<file path="src/design/dct_pkg.sv">
`timescale 1ns / 1ps
// dct_pkg: shared types and constants of the dual-channel tachometer
// used by dct_div and dual_channel_tachometer; no dependencies

package dct_pkg;

    localparam int COUNTER_BITS = 16;
    localparam int SPEED_W      = 32;
    localparam int CAP_W        = 16;
    localparam int DIV_CNT_W    = $clog2(SPEED_W);
    localparam int PADDR_W      = 3;

    localparam logic [SPEED_W-1:0] SPEED_SCALE_RESET = 32'd45000000;
    localparam logic [SPEED_W-1:0] COUNTER_SPAN      =
        SPEED_W'(64'd1 << COUNTER_BITS);
    localparam logic [CAP_W-1:0]   CAP_MASK          = (COUNTER_BITS >= CAP_W) ?
        {CAP_W{1'b1}} : CAP_W'((64'd1 << COUNTER_BITS) - 64'd1);

    // request codes
    localparam logic REQ_OVERFLOW = 1'b0;
    localparam logic REQ_CAPTURE  = 1'b1;

    // register index taken from paddr[2]
    localparam logic REG_SPEED_SCALE = 1'b0;

    typedef struct packed {
        logic             req_type;
        logic             channel;
        logic [CAP_W-1:0] capture_value;
    } t_in;

    typedef struct packed {
        logic               out_channel;
        logic [SPEED_W-1:0] speed;
        logic               zero_period;
    } t_out;

endpackage

</file>
<file path="src/design/dual_channel_tachometer.sv">
`timescale 1ns / 1ps
// dual_channel_tachometer: two fan speed channels on a shared capture timer
// depends on dct_pkg and dct_div
// overflow tick: no result, ready again next cycle
// capture: divider forms one quotient bit per step, result then moves to the
//   output register; a zero period skips the divider; one item at a time
// one shared restoring divider; no new request until the result is pushed out
// sync active-low reset clears accumulators and last captures, scale 45000000

module dual_channel_tachometer (
    input  logic                               i_clk,
    input  logic                               i_rst_n,
    input  logic                               i_valid,
    output logic                               o_ready,
    input  dct_pkg::t_in                       i_data,
    output logic                               o_valid,
    input  logic                               i_ready,
    output dct_pkg::t_out                      o_data,
    input  logic                               psel,
    input  logic                               penable,
    input  logic                               pwrite,
    input  logic [dct_pkg::PADDR_W-1:0]        paddr,
    input  logic [dct_pkg::SPEED_W-1:0]        pwdata,
    output logic [dct_pkg::SPEED_W-1:0]        prdata,
    output logic                               pready
);
    import dct_pkg::*;

    typedef enum logic [2:0] {
        S_IDLE = 3'b001,
        S_DIV  = 3'b010,
        S_PUSH = 3'b100
    } t_state;

    t_state             r_state;
    t_state             n_state;
    logic [SPEED_W-1:0] r_scale;
    logic [SPEED_W-1:0] r_accum [2];
    logic [CAP_W-1:0]   r_last  [2];
    t_out               r_res;
    t_out               r_out;
    logic               r_out_valid;

    logic               w_accept;
    logic               w_cap_acc;
    logic               w_ovf_acc;
    logic [CAP_W-1:0]   w_cap;
    logic [SPEED_W-1:0] w_period;
    logic               w_zero;
    logic               w_div_start;
    logic               w_div_done;
    logic [SPEED_W-1:0] w_quot;
    logic               w_out_free;
    logic               w_push;

    // configuration port
    assign pready = 1'b1;
    assign prdata = (paddr[2] == REG_SPEED_SCALE) ? r_scale : '0;

    always_ff @(posedge i_clk) begin
        if (!i_rst_n) begin
            r_scale <= SPEED_SCALE_RESET;
        end else if (psel && penable && pwrite && pready &&
                     paddr[2] == REG_SPEED_SCALE) begin
            r_scale <= pwdata;
        end
    end

    // input side
    assign o_ready   = (r_state == S_IDLE);
    assign w_accept  = i_valid && o_ready;
    assign w_cap_acc = w_accept && (i_data.req_type == REQ_CAPTURE);
    assign w_ovf_acc = w_accept && (i_data.req_type == REQ_OVERFLOW);
    assign w_cap     = i_data.capture_value & CAP_MASK;
    assign w_period  = r_accum[i_data.channel] + SPEED_W'(w_cap)
                     - SPEED_W'(r_last[i_data.channel]);
    assign w_zero    = (w_period == '0);
    assign w_div_start = w_cap_acc && !w_zero;

    dct_div u_div (
        .i_clk      (i_clk),
        .i_rst_n    (i_rst_n),
        .i_start    (w_div_start),
        .i_dividend (r_scale),
        .i_divisor  (w_period),
        .o_done     (w_div_done),
        .o_quot     (w_quot)
    );

    always_ff @(posedge i_clk) begin
        if (!i_rst_n) begin
            r_accum[0] <= '0;
            r_accum[1] <= '0;
            r_last[0]  <= '0;
            r_last[1]  <= '0;
        end else if (w_ovf_acc) begin
            r_accum[0] <= r_accum[0] + COUNTER_SPAN;
            r_accum[1] <= r_accum[1] + COUNTER_SPAN;
        end else if (w_cap_acc) begin
            r_accum[i_data.channel] <= '0;
            r_last[i_data.channel]  <= w_cap;
        end
    end

    // sequencer
    assign w_out_free = !r_out_valid || i_ready;
    assign w_push     = (r_state == S_PUSH) && w_out_free;

    always_comb begin
        n_state = r_state;
        case (r_state)
            S_IDLE: begin
                if (w_cap_acc) begin
                    n_state = w_zero ? S_PUSH : S_DIV;
                end
            end
            S_DIV: begin
                if (w_div_done) begin
                    n_state = S_PUSH;
                end
            end
            S_PUSH: begin
                if (w_out_free) begin
                    n_state = S_IDLE;
                end
            end
            default: n_state = S_IDLE;
        endcase
    end

    always_ff @(posedge i_clk) begin
        if (!i_rst_n) begin
            r_state <= S_IDLE;
        end else begin
            r_state <= n_state;
        end
    end

    // result held here until the output register is free
    always_ff @(posedge i_clk) begin
        if (w_cap_acc) begin
            r_res.out_channel <= i_data.channel;
            r_res.speed       <= '0;
            r_res.zero_period <= w_zero;
        end else if (r_state == S_DIV && w_div_done) begin
            r_res.speed <= w_quot;
        end
    end

    // output register
    always_ff @(posedge i_clk) begin
        if (!i_rst_n) begin
            r_out_valid <= 1'b0;
        end else if (w_push) begin
            r_out_valid <= 1'b1;
        end else if (i_ready) begin
            r_out_valid <= 1'b0;
        end
    end

    always_ff @(posedge i_clk) begin
        if (w_push) begin
            r_out <= r_res;
        end
    end

    assign o_valid = r_out_valid;
    assign o_data  = r_out;

    a_done_in_div: assert property (@(posedge i_clk) disable iff (!i_rst_n)
        w_div_done |-> r_state == S_DIV)
        else $error("divider finished outside the divide state");

    a_cap_to_div: assert property (@(posedge i_clk) disable iff (!i_rst_n)
        w_div_start |=> r_state == S_DIV)
        else $error("capture with nonzero period did not start a divide");

    a_ovf_idle: assert property (@(posedge i_clk) disable iff (!i_rst_n)
        w_ovf_acc |=> r_state == S_IDLE)
        else $error("overflow tick left the sequencer busy");

    a_hold_result: assert property (@(posedge i_clk) disable iff (!i_rst_n)
        (r_state == S_PUSH && !w_out_free) |=> r_state == S_PUSH)
        else $error("pending result dropped while output stalled");

    a_push_valid: assert property (@(posedge i_clk) disable iff (!i_rst_n)
        w_push |=> o_valid && o_data == $past(r_res))
        else $error("pushed result not presented on the output");

endmodule

</file>
<file path="src/design/dct_div.sv">
`timescale 1ns / 1ps
// dct_div: restoring unsigned divider, one quotient bit per cycle
// depends on dct_pkg for the operand width

module dct_div (
    input  logic                         i_clk,
    input  logic                         i_rst_n,
    input  logic                         i_start,
    input  logic [dct_pkg::SPEED_W-1:0]  i_dividend,
    input  logic [dct_pkg::SPEED_W-1:0]  i_divisor,
    output logic                         o_done,
    output logic [dct_pkg::SPEED_W-1:0]  o_quot
);
    import dct_pkg::*;

    logic                 r_busy;
    logic                 r_done;
    logic [DIV_CNT_W-1:0] r_cnt;
    logic [SPEED_W-1:0]   r_rem;
    logic [SPEED_W-1:0]   r_quot;
    logic [SPEED_W-1:0]   r_div;

    logic [SPEED_W:0]     w_shift;
    logic [SPEED_W:0]     w_diff;
    logic                 w_ge;

    assign w_shift = {r_rem, r_quot[SPEED_W-1]};
    assign w_diff  = w_shift - {1'b0, r_div};
    assign w_ge    = ~w_diff[SPEED_W];

    always_ff @(posedge i_clk) begin
        if (!i_rst_n) begin
            r_busy <= 1'b0;
            r_done <= 1'b0;
            r_cnt  <= '0;
        end else if (i_start) begin
            r_busy <= 1'b1;
            r_done <= 1'b0;
            r_cnt  <= DIV_CNT_W'(SPEED_W - 1);
        end else if (r_busy) begin
            r_cnt <= r_cnt - 1'b1;
            if (r_cnt == '0) begin
                r_busy <= 1'b0;
                r_done <= 1'b1;
            end
        end else begin
            r_done <= 1'b0;
        end
    end

    // remainder stays below the divisor, so its low bits are enough
    always_ff @(posedge i_clk) begin
        if (i_start) begin
            r_rem  <= '0;
            r_quot <= i_dividend;
            r_div  <= i_divisor;
        end else if (r_busy) begin
            r_rem  <= w_ge ? w_diff[SPEED_W-1:0] : w_shift[SPEED_W-1:0];
            r_quot <= {r_quot[SPEED_W-2:0], w_ge};
        end
    end

    assign o_done = r_done;
    assign o_quot = r_quot;

endmodule

</file>
<file path="config.mk">
export PLATFORM = sky130hd
export DESIGN_NAME = dual_channel_tachometer
export DESIGN_NICKNAME = d
export VERILOG_FILES = /design/src/design/dct_pkg.sv /design/src/design/dual_channel_tachometer.sv /design/src/design/dct_div.sv
export SDC_FILE = /design/constraint.sdc
export NUM_CORES = 1
export LEC_CHECK = 0
export BUFFER_PORTS_ARGS = -buffer_cell sky130_fd_sc_hd__buf_2
export CORE_MARGIN = 5
export CORE_UTILIZATION = 46
export DETAILED_ROUTE_END_ITERATION = 7
export GPL_ROUTABILITY_DRIVEN = 0
export SLEW_MARGIN = 20
export SYNTH_ARGS = -nofsm -noshare
export SYNTH_HDL_FRONTEND = slang
export SYNTH_HIERARCHICAL = 1
export SYNTH_SLANG_ARGS = --single-unit
</file>
<file path="constraint.sdc">
create_clock -name i_clk -period 24.6 [get_ports i_clk]
set_clock_uncertainty 0.2 [all_clocks]
set_input_delay 4.92 -clock i_clk [delete_from_list [all_inputs] [get_ports i_clk]]
set_output_delay 4.92 -clock i_clk [all_outputs]
set_load 0.02 [all_outputs]
</file>
==> impl_metrics.toml, run 1 <==
[detailed_routing]
initialDrtViolationCount = 666
ant_nets = 0
viasPerCell = 5.46
drt_wl_total_um = 33100
wire_per_inst_um = 16.7
drtPass1Iterations = 5
route.detailed.drc = 0
vias = 10816

[timing]
hold_violations = 0
rsz0062_at_grt = "false"
final-setup-viol-count = 0
min_period_ns = 10.89
period_share = 0.443
worstMarginPinSlew_ns = 0.931
fmax_ghz = 0.0918
tns_ns = 0
timing.slew.headroom = 0.379
report.final.slew_viol_count = 0
finalWorstSetupSlack_ns = 13.71

[worst_setup_path]
crit_path_max_incr_delay_ns = 0.51
start_kind = "primary input"
worstReg2RegEnd = "u_div/r_rem[31]"
crit_slowest_cell = "buf_2"
end_kind = "output pin"
critPathKind = "in2out"
r2r_cells = 18
reg2reg_slack_ns = 18.83
cp_cell_sequence = "buf_2 > nor2b_1 > buf_2"
cp_common_cell = "buf_2"
crit_required_ns = 19.48
arrival_ns = 5.77
r2r_start = "r_last[1][0]"
worstPathMaxFanout = 34

[min_path]
whs_path_depth = 0
min_to = "o_data[33]"
min_path_type = "reg2reg"
hold_start = "r_res[33]"

[cts]
ctsResizeCount = 0
root_buffer = "clkbuf_16"
insertion_delay_ns = 0.55
cts_made_buffers = 29
clock-sinks = 271
cts_post_setup_buffers_inserted = 0
hold_buffers = 0
htreeDepth = 1
cts_tree = "yes"
clk_pin_slew_ns = 0.06
clockBufferDepth = 3

[logic_synthesis]
yosysUniqueCellTypes = 94
async_flop_share = 0
ys_seq_area_frac = 0.469
synth_edf_count = 132
ys_warn_count = 6
synth_area_um2 = 14400
avgSynthCellArea_um2 = 9.86
yosys.area.top_type_share = 0.276
syn_nets = 1575
yosys.area.top_type = "edfxtp_1"
synth_ff_type = "dfxtp_1"
ys_ff_latch = 271
synthCells = 1459
synthTopCellsByArea = "edfxtp_1 28%, dfxtp_1 19%, nand2_1 5.2%, ha_1 4.7%, mux2i_1 3.8%"

[cells_and_area]
mostFrequentLayoutCell = "nand2_1"
mostFrequentLayoutCells = "199 x nand2_1, 138 x dfxtp_1, 132 x edfxtp_1, 125 x buf_2, 93 x a21oi_1"
num-nets-final = 1678
regArea_um2 = 6750
area_growth_pct = 12.7
diodes = 0
utilization = 0.527
layoutNonFillerInstCount = 1981
layout-drive-gt1-share = 0.155
fillCellCount = 2869
multi_input_area_um2 = 7080

[pwr]
p_sw_frac = 0.348
p_switching_mw = 0.560
leakagePower_nw = 6.46
combPwrFrac = 0.365
powerDensity_nw_per_um2 = 99.4
vdd_drop_max_v = 0.0000571
cellInternalPower_mw = 1.05
p_seq_frac = 0.370
power_frac_clock = 0.265

[floorplan]
die_area_um2 = 34900
row_count = 64
start_util = 0.468
die_w_um = 187
pin_count = 129
die_y_um = 187
core_area_um2 = 30700

[grt]
grt_pass1_wl_um = 54300
grtUsageTotal = 0.183
grt_max_degree = 57
antenna_found_initial = 0
gr-total-overflow = 0
grt_pass1_vias = 10429

[placement]
dpl_worst_slack_ns = 13.68
portBuffers = 125
place_inst = 1927
dp_hpwl_um = 23700

[run_status]
outcome = "complete, no violations"

[job]
max-cap-violations = 0
[state kept, by name (all words and copies together), names as in the netlist]
register and count:
o_data 34, o_valid 1, r_accum 32, r_last 32, r_res 34, r_scale 32
r_state 3, u_div/o_done 1, u_div/o_quot 32, u_div/r_busy 1, u_div/r_cnt 5, u_div/r_div 32
u_div/r_rem 32
[layer usage]
metal	track usage	vias to the layer above	wire length, um	share of wire
li1	-	5439	-	-
met1	0.256	5145	15400	0.47
met2	0.308	197	15700	0.47
met3	0.0231	35	1360	0.041
met4	0.0387	0	580	0.018
met5	0	-	0	0
[through the flow]
step	hold WS (ns)	total power, mW	cell area (um^2)
finish	0.218	1.61	16200
global route	0.235	1.71	16200
CTS	0.221	1.62	16200
detailed placement	0.208	1.19	15300
global placement	0.206	1.18	15300
floorplan	0.200	1.07	14400
[power by group through the flow]
stage	Sequential (mW)	Combinational, mW	Clock, mW
final	0.597	0.588	0.427
after global routing	0.605	0.652	0.457
after CTS	0.597	0.587	0.439
after detailed placement	0.606	0.583	0
after global placement	0.605	0.579	0
after floorplan	0.598	0.476	0
[cell usage after synthesis (3+ instances only)]
cell,instances
a21boi_0,32
nor2b_1,42
nor4_1,13
mux2_2,35
buf_12,3
and2_1,38
a21oi_1,93
nor3_1,23
buf_2,4
o31a_1,3
clkbuf_1,48
and4_1,3
nor4b_1,3
nand3_1,33
dfxtp_1,139
o211a_1,3
nor3b_1,4
xor2_1,35
or4_1,3
o21a_1,12
o2111ai_1,4
nand4_1,17
nand2_1,199
ha_1,54
a211oi_1,30
and3_1,16
o22ai_1,4
edfxtp_1,132
o21ai_0,43
inv_1,58
o211ai_1,10
a31oi_1,10
nand2b_1,16
mux2i_1,55
xnor2_1,42
nor2_1,86
or3_1,17
a21o_1,15
buf_1,6
o21ai_1,8
[how the worst max path moves through the flow]
stage / from / endpoint / slack [ns]
after CTS: paddr[2] / prdata[18] / 13.68
after detailed placement: paddr[2] / prdata[18] / 13.68
final: paddr[2] / prdata[22] / 13.71
after floorplan: i_data[16] / u_div/o_quot[0] / 13.21
after global routing: paddr[2] / prdata[18] / 13.63
after global placement: paddr[2] / prdata[22] / 13.67
[area by class of cell]
type / count / share of cell area
Clock buffer: 42 / 0.0502
Clock inverter: 12 / 0.00802
Sequential cell: 271 / 0.416
Tap cell: 396 / 0.0306
Inverter: 59 / 0.0137
Timing Repair Buffer: 139 / 0.0451
Multi-Input combinational cell: 1062 / 0.436
[cell families (layout without fill, tap and decap cells)]
kind of cell | after synthesis | count (layout) | synth area share
simple gates | 534 | 534 | 0.186
compound gates | 301 | 301 | 0.139
flops | 271 | 271 | 0.469
buf+inv | 126 | 252 | 0.0401
mux | 92 | 92 | 0.0676
xor+xnor | 78 | 78 | 0.0488
fa+ha+maj | 56 | 56 | 0.0497
other cells | 1 | 1 | 0.000261
[critical path: cells and delay by family]
| family | cells | cell delay (ns) |
|---|---|---|
| buf+inv | 2 | 0.70 |
| simple gates | 1 | 0.14 |
No activity file was read; power rests on OpenSTA's default activity.
==> run 2, diff against run 1 <==
ABC_AREA = 1   (was not set)
clock period = 10.7 ns   (was 24.6 ns; I/O delays follow)
==> run 2 against run 1 <==
Against the previous run: total power grew 65%; via count grew 27%; clock power grew to 2.7 times the previous value; final area grew 11%; critical path type is now in2reg; largest cell class unchanged; largest power group unchanged.
==> impl_metrics.toml, run 2 <==
[logic_synthesis]
yosys.area.top_type_share = 0.249
synth_edf_count = 132
synth_area_um2 = 15900
yosys.area.top_type = "edfxtp_1"
async_flop_share = 0
syn_nets = 2378
synth.most_common_cell = "nand2_1"
ys_warn_count = 6
avgSynthCellArea_um2 = 7.05
ys_ff_latch = 271
synth_ff_type = "dfxtp_1"
synthTopCellsByArea = "edfxtp_1 25%, nand2_1 18%, dfxtp_1 17%, inv_1 9.3%, nand3_1 4.6%"
yosysUniqueCellTypes = 54
synthCells = 2262
synth_commonest_cells = "771 x nand2_1, 394 x inv_1, 193 x nor2_1, 147 x nand3_1, 139 x dfxtp_1"
ys_seq_area_frac = 0.423

[floorplan]
start_util = 0.464
die_area_um2 = 38500
pin_count = 129
die_y_um = 196
core_area_um2 = 34400
die_w_um = 196
row_count = 68

[detailed_routing]
ant_nets = 0
wire_per_inst_um = 13.5
viasPerCell = 4.83
initialDrtViolationCount = 715
vias = 13789
route.detailed.drc = 0
drt_wl_total_um = 38500
drtPass1Iterations = 5

[run_status]
outcome = "complete, no violations"

[job]
max-cap-violations = 0

[worst_setup_path]
cp_common_cell = "nand2_1"
crit_required_ns = 10.82
crit_path_max_incr_delay_ns = 1.03
end_kind = "flip-flop"
worstPathMaxFanout = 50
arrival_ns = 6.78
critPathKind = "in2reg"
crit_slowest_cell = "clkinv_1"
start_kind = "primary input"

[placement]
dpl-instance-area_um2 = 16900
portBuffers = 125
dp_hpwl_um = 29000

[timing]
period_share = 0.622
tns_ns = 0
timing.slew.headroom = 0.301
fmax_ghz = 0.150
worstMarginPinSlew_ns = 1.05
report.final.slew_viol_count = 0
final-setup-viol-count = 0
rsz0062_at_grt = "false"
hold_violations = 0
min_period_ns = 6.66

[cells_and_area]
mostFrequentLayoutCell = "nand2_1"
num-nets-final = 2489
design_area_um2 = 18000
area_growth_pct = 13.2
mostFrequentLayoutCells = "771 x nand2_1, 393 x inv_1, 191 x nor2_1, 147 x nand3_1, 139 x dfxtp_1"
diodes = 0
layout-drive-gt1-share = 0.119
fillCellCount = 3529

[cts]
ctsResizeCount = 0
hold_buffers = 0
clk_pin_slew_ns = 0.06
clockBufferDepth = 3
htreeDepth = 1
clock-sinks = 271
cts_tree = "yes"
root_buffer = "clkbuf_16"
cts_post_setup_buffers_inserted = 0
insertion_delay_ns = 0.58
cts_made_buffers = 31

[grt]
grtUsageTotal = 0.197
grt_max_degree = 51
grt_pass1_vias = 13072
grt_pass1_wl_um = 63600
gr-total-overflow = 0
antenna_found_initial = 0

[pwr]
vdd_drop_max_v = 0.000125
powerDensity_nw_per_um2 = 147
leakagePower_nw = 8.97

[min_path]
min_path_type = "reg2reg"
run 2: final timing paths:
check / start / to / slack (ns) / depth (start not counted)
setup / recovery: i_data[16] / u_div/o_quot[13] / 4.04 / 25
hold / removal: r_res[20] / o_data[20] / 0.23 / 0
setup reg to reg: r_last[1][1] / u_div/o_quot[13] / 5.64 / 24
hold reg to reg: r_res[20] / o_data[20] / 0.23 / 0
run 2: logic make-up (layout without fill, tap and decap cells):
family                     count (synthesis)  after routing  synth area share
and+or+nand+nor                         1255           1255             0.335
buffers and inverters                    469            605             0.117
DFF                                      271            271             0.423
AOI/OAI and AO/OA                        179            179            0.0621
adders and majority gates                 56             56            0.0449
xor gates and xnor gates                  17             17           0.00934
muxes                                     14             14           0.00879
other                                      1              1          0.000235
run 2: cell type report:
type,count,area [um^2],area share
sequential,271,6750,0.374
clock buffer,40,841,0.0466
multi-input combinational,1522,7370,0.408
timing repair buffer,137,716,0.0397
clock inverter,18,270,0.0150
inverter,410,1540,0.0853
tap,455,569,0.0315
run 2: per-layer routing:
layer	GRT usage	routed length (um)
met3	0.0232	1480
met5	0	0
met1	0.273	18400
met4	0.0509	899
met2	0.329	17800
run 2: per-stage QoR:
step / total power, mW / hold slack (ns) / worst slack [ns] / util / cells
after floorplan: 1.44 / 0.200 / 3.76 / - / 2262
after CTS: 2.69 / 0.231 / 4.00 / 0.525 / 2853
after global placement: 1.53 / 0.212 / 3.51 / 0.493 / 2795
after global routing: 2.79 / 0.234 / 3.52 / 0.525 / 2853
after detailed placement: 1.54 / 0.218 / 3.41 / 0.493 / 2795
final: 2.66 / 0.229 / 4.04 / 0.525 / 2853
run 2: report_power, final:
part	internal [mW]	total [mW]	switching [mW]
Sequential	1.14	1.16	0.0208
Clock	0.703	1.14	0.437
Combinational	0.110	0.357	0.246
run 2: worst max-delay path, delay by kind of cell:
family	cells	cell delay, ns
AO/OA/AOI/OAI	1	0.35
buffers and inverters	6	2.18
AND/OR/NAND/NOR	17	1.60
adder cells (fa/ha/maj)	1	0.44
==> run 3, diff against run 2 <==
clock period = 6.8 ns   (was 10.7 ns; I/O delays follow)
==> run 3 against run 2 <==
Against the previous run: die area unchanged; critical path depth up 2; non-clock buffer count up 5; critical endpoint is now u_div/o_quot[26].
==> impl_metrics.toml, run 3 (synthesized netlist as in run 2, its figures left out) <==
[cells_and_area]
layout-drive-gt1-share = 0.120
num-nets-final = 2494
area_growth_pct = 12.6
mostFrequentLayoutCells = "770 x nand2_1, 392 x inv_1, 191 x nor2_1, 147 x nand3_1, 139 x dfxtp_1"
diodes = 0
mostFrequentLayoutCell = "nand2_1"

[worst_setup_path]
critPathKind = "in2reg"
worstSetupStartpoint = "i_data[16]"
end_kind = "flip-flop"
reg2reg_slack_ns = 2.63
crit_path_max_incr_delay_ns = 0.43
start_kind = "primary input"
cp_num_buf_inv = 8
cp_common_cell = "nand2_1"
r2r_start = "r_last[1][1]"
worstPathMaxFanout = 36
crit_required_ns = 6.82
crit_family = "buffers and inverters"
arrival_ns = 5.30
crit_slowest_cell = "fa_1"

[timing]
rsz0062_at_grt = "false"
final-setup-viol-count = 0
fmax_ghz = 0.189
worstMarginPinSlew_ns = 0.949
timing.slew.headroom = 0.366
hold_slack_ns = 0.223
report.final.slew_viol_count = 0
tns_ns = 0
period_share = 0.776
min_period_ns = 5.28
hold_violations = 0

[detailed_routing]
drt_wl_total_um = 39100
route.detailed.drc = 0
wire_per_inst_um = 13.7
vias = 13903
viasPerCell = 4.86
initialDrtViolationCount = 760
drtPass1Iterations = 6
ant_nets = 0

[grt]
gr-total-overflow = 0
grt_pass1_wl_um = 64800
antenna_found_initial = 0
grtUsageTotal = 0.201
grt_max_degree = 43
grt_pass1_vias = 13301

[floorplan]
die_w_um = 196
row_count = 68
die_y_um = 196
core_area_um2 = 34400
die_area_um2 = 38500
start_util = 0.464
pin_count = 129

[pwr]
power_mw = 4.02
leakagePower_nw = 8.95
vdd_drop_max_v = 0.000208
powerDensity_nw_per_um2 = 224

[cts]
ctsResizeCount = 0
cts_made_buffers = 31
root_buffer = "clkbuf_16"
clock-sinks = 271
clockBufferDepth = 3
insertion_delay_ns = 0.59
hold_buffers = 0
cts_tree = "yes"
clk_pin_slew_ns = 0.06
htreeDepth = 1
cts_post_setup_buffers_inserted = 0

[min_path]
min_path_type = "reg2reg"
hold_start = "r_res[33]"

[placement]
dp_hpwl_um = 29500
portBuffers = 125

[job]
max-cap-violations = 0

[run_status]
outcome = "complete, no violations"
## run 3: per-layer routing
layer	vias to the layer above	GRT usage	wire length (um)
met5	-	0	0
met4	0	0.0476	783
met3	47	0.0263	1630
met2	245	0.342	18300
met1	6333	0.274	18400
li1	7278	-	-
## run 3: worst paths after layout
check / cells after the start / to
max: 27 / u_div/o_quot[26]
max reg2reg: 25 / u_div/o_quot[26]
min: 0 / o_data[33]
min reg2reg: 0 / o_data[33]
## run 3: worst reg2reg max path, cell delays in order (launching register included)
cell	delay [ns]
edfxtp_1	0.36
or2_2	0.29
o21ai_0	0.11
inv_1	0.09
fa_1	0.43
inv_1	0.09
nand3_1	0.08
nand2_1	0.16
nand2_1	0.11
nand2_1	0.12
nand2_1	0.13
nand2_1	0.08
nand2_1	0.05
nand2_1	0.09
nor2_1	0.05
nand2_1	0.07
nor2_1	0.04
nand2_1	0.05
nor2_1	0.04
nand2_1	0.06
nand2_1	0.07
inv_2	0.09
buf_4	0.36
nor2_2	0.07
inv_1	0.10
buf_4	0.41
## run 3: area by class of cell
class                      instances  area [um^2]
multi-input combinational       1522         7360
tap                              455          569
clock buffer                      39          816
fill                            3490        16400
timing repair buffer             142          753
clock inverter                    19          179
sequential                       271         6750
inverter                         410         1540
## run 3: power by group
group | leakage (nW) | switching [mW] | internal (mW)
Combinational | 6.07 | 0.391 | 0.176
Sequential | 2.39 | 0.0312 | 1.79
Clock | 0.488 | 0.694 | 0.933
Total | 8.95 | 1.12 | 2.90
## run 3: metrics by stage
step	cell area (um^2)	cells	util	setup slack (ns)
2_1_floorplan	15900	2262	-	0.644
3_3_place_gp	17000	2800	0.494	0.946
3_5_place_dp	17000	2800	0.494	0.905
4_1_cts	18000	2858	0.522	1.51
5_1_grt	18000	2858	0.523	1.06
6_report	18000	2858	0.523	1.52
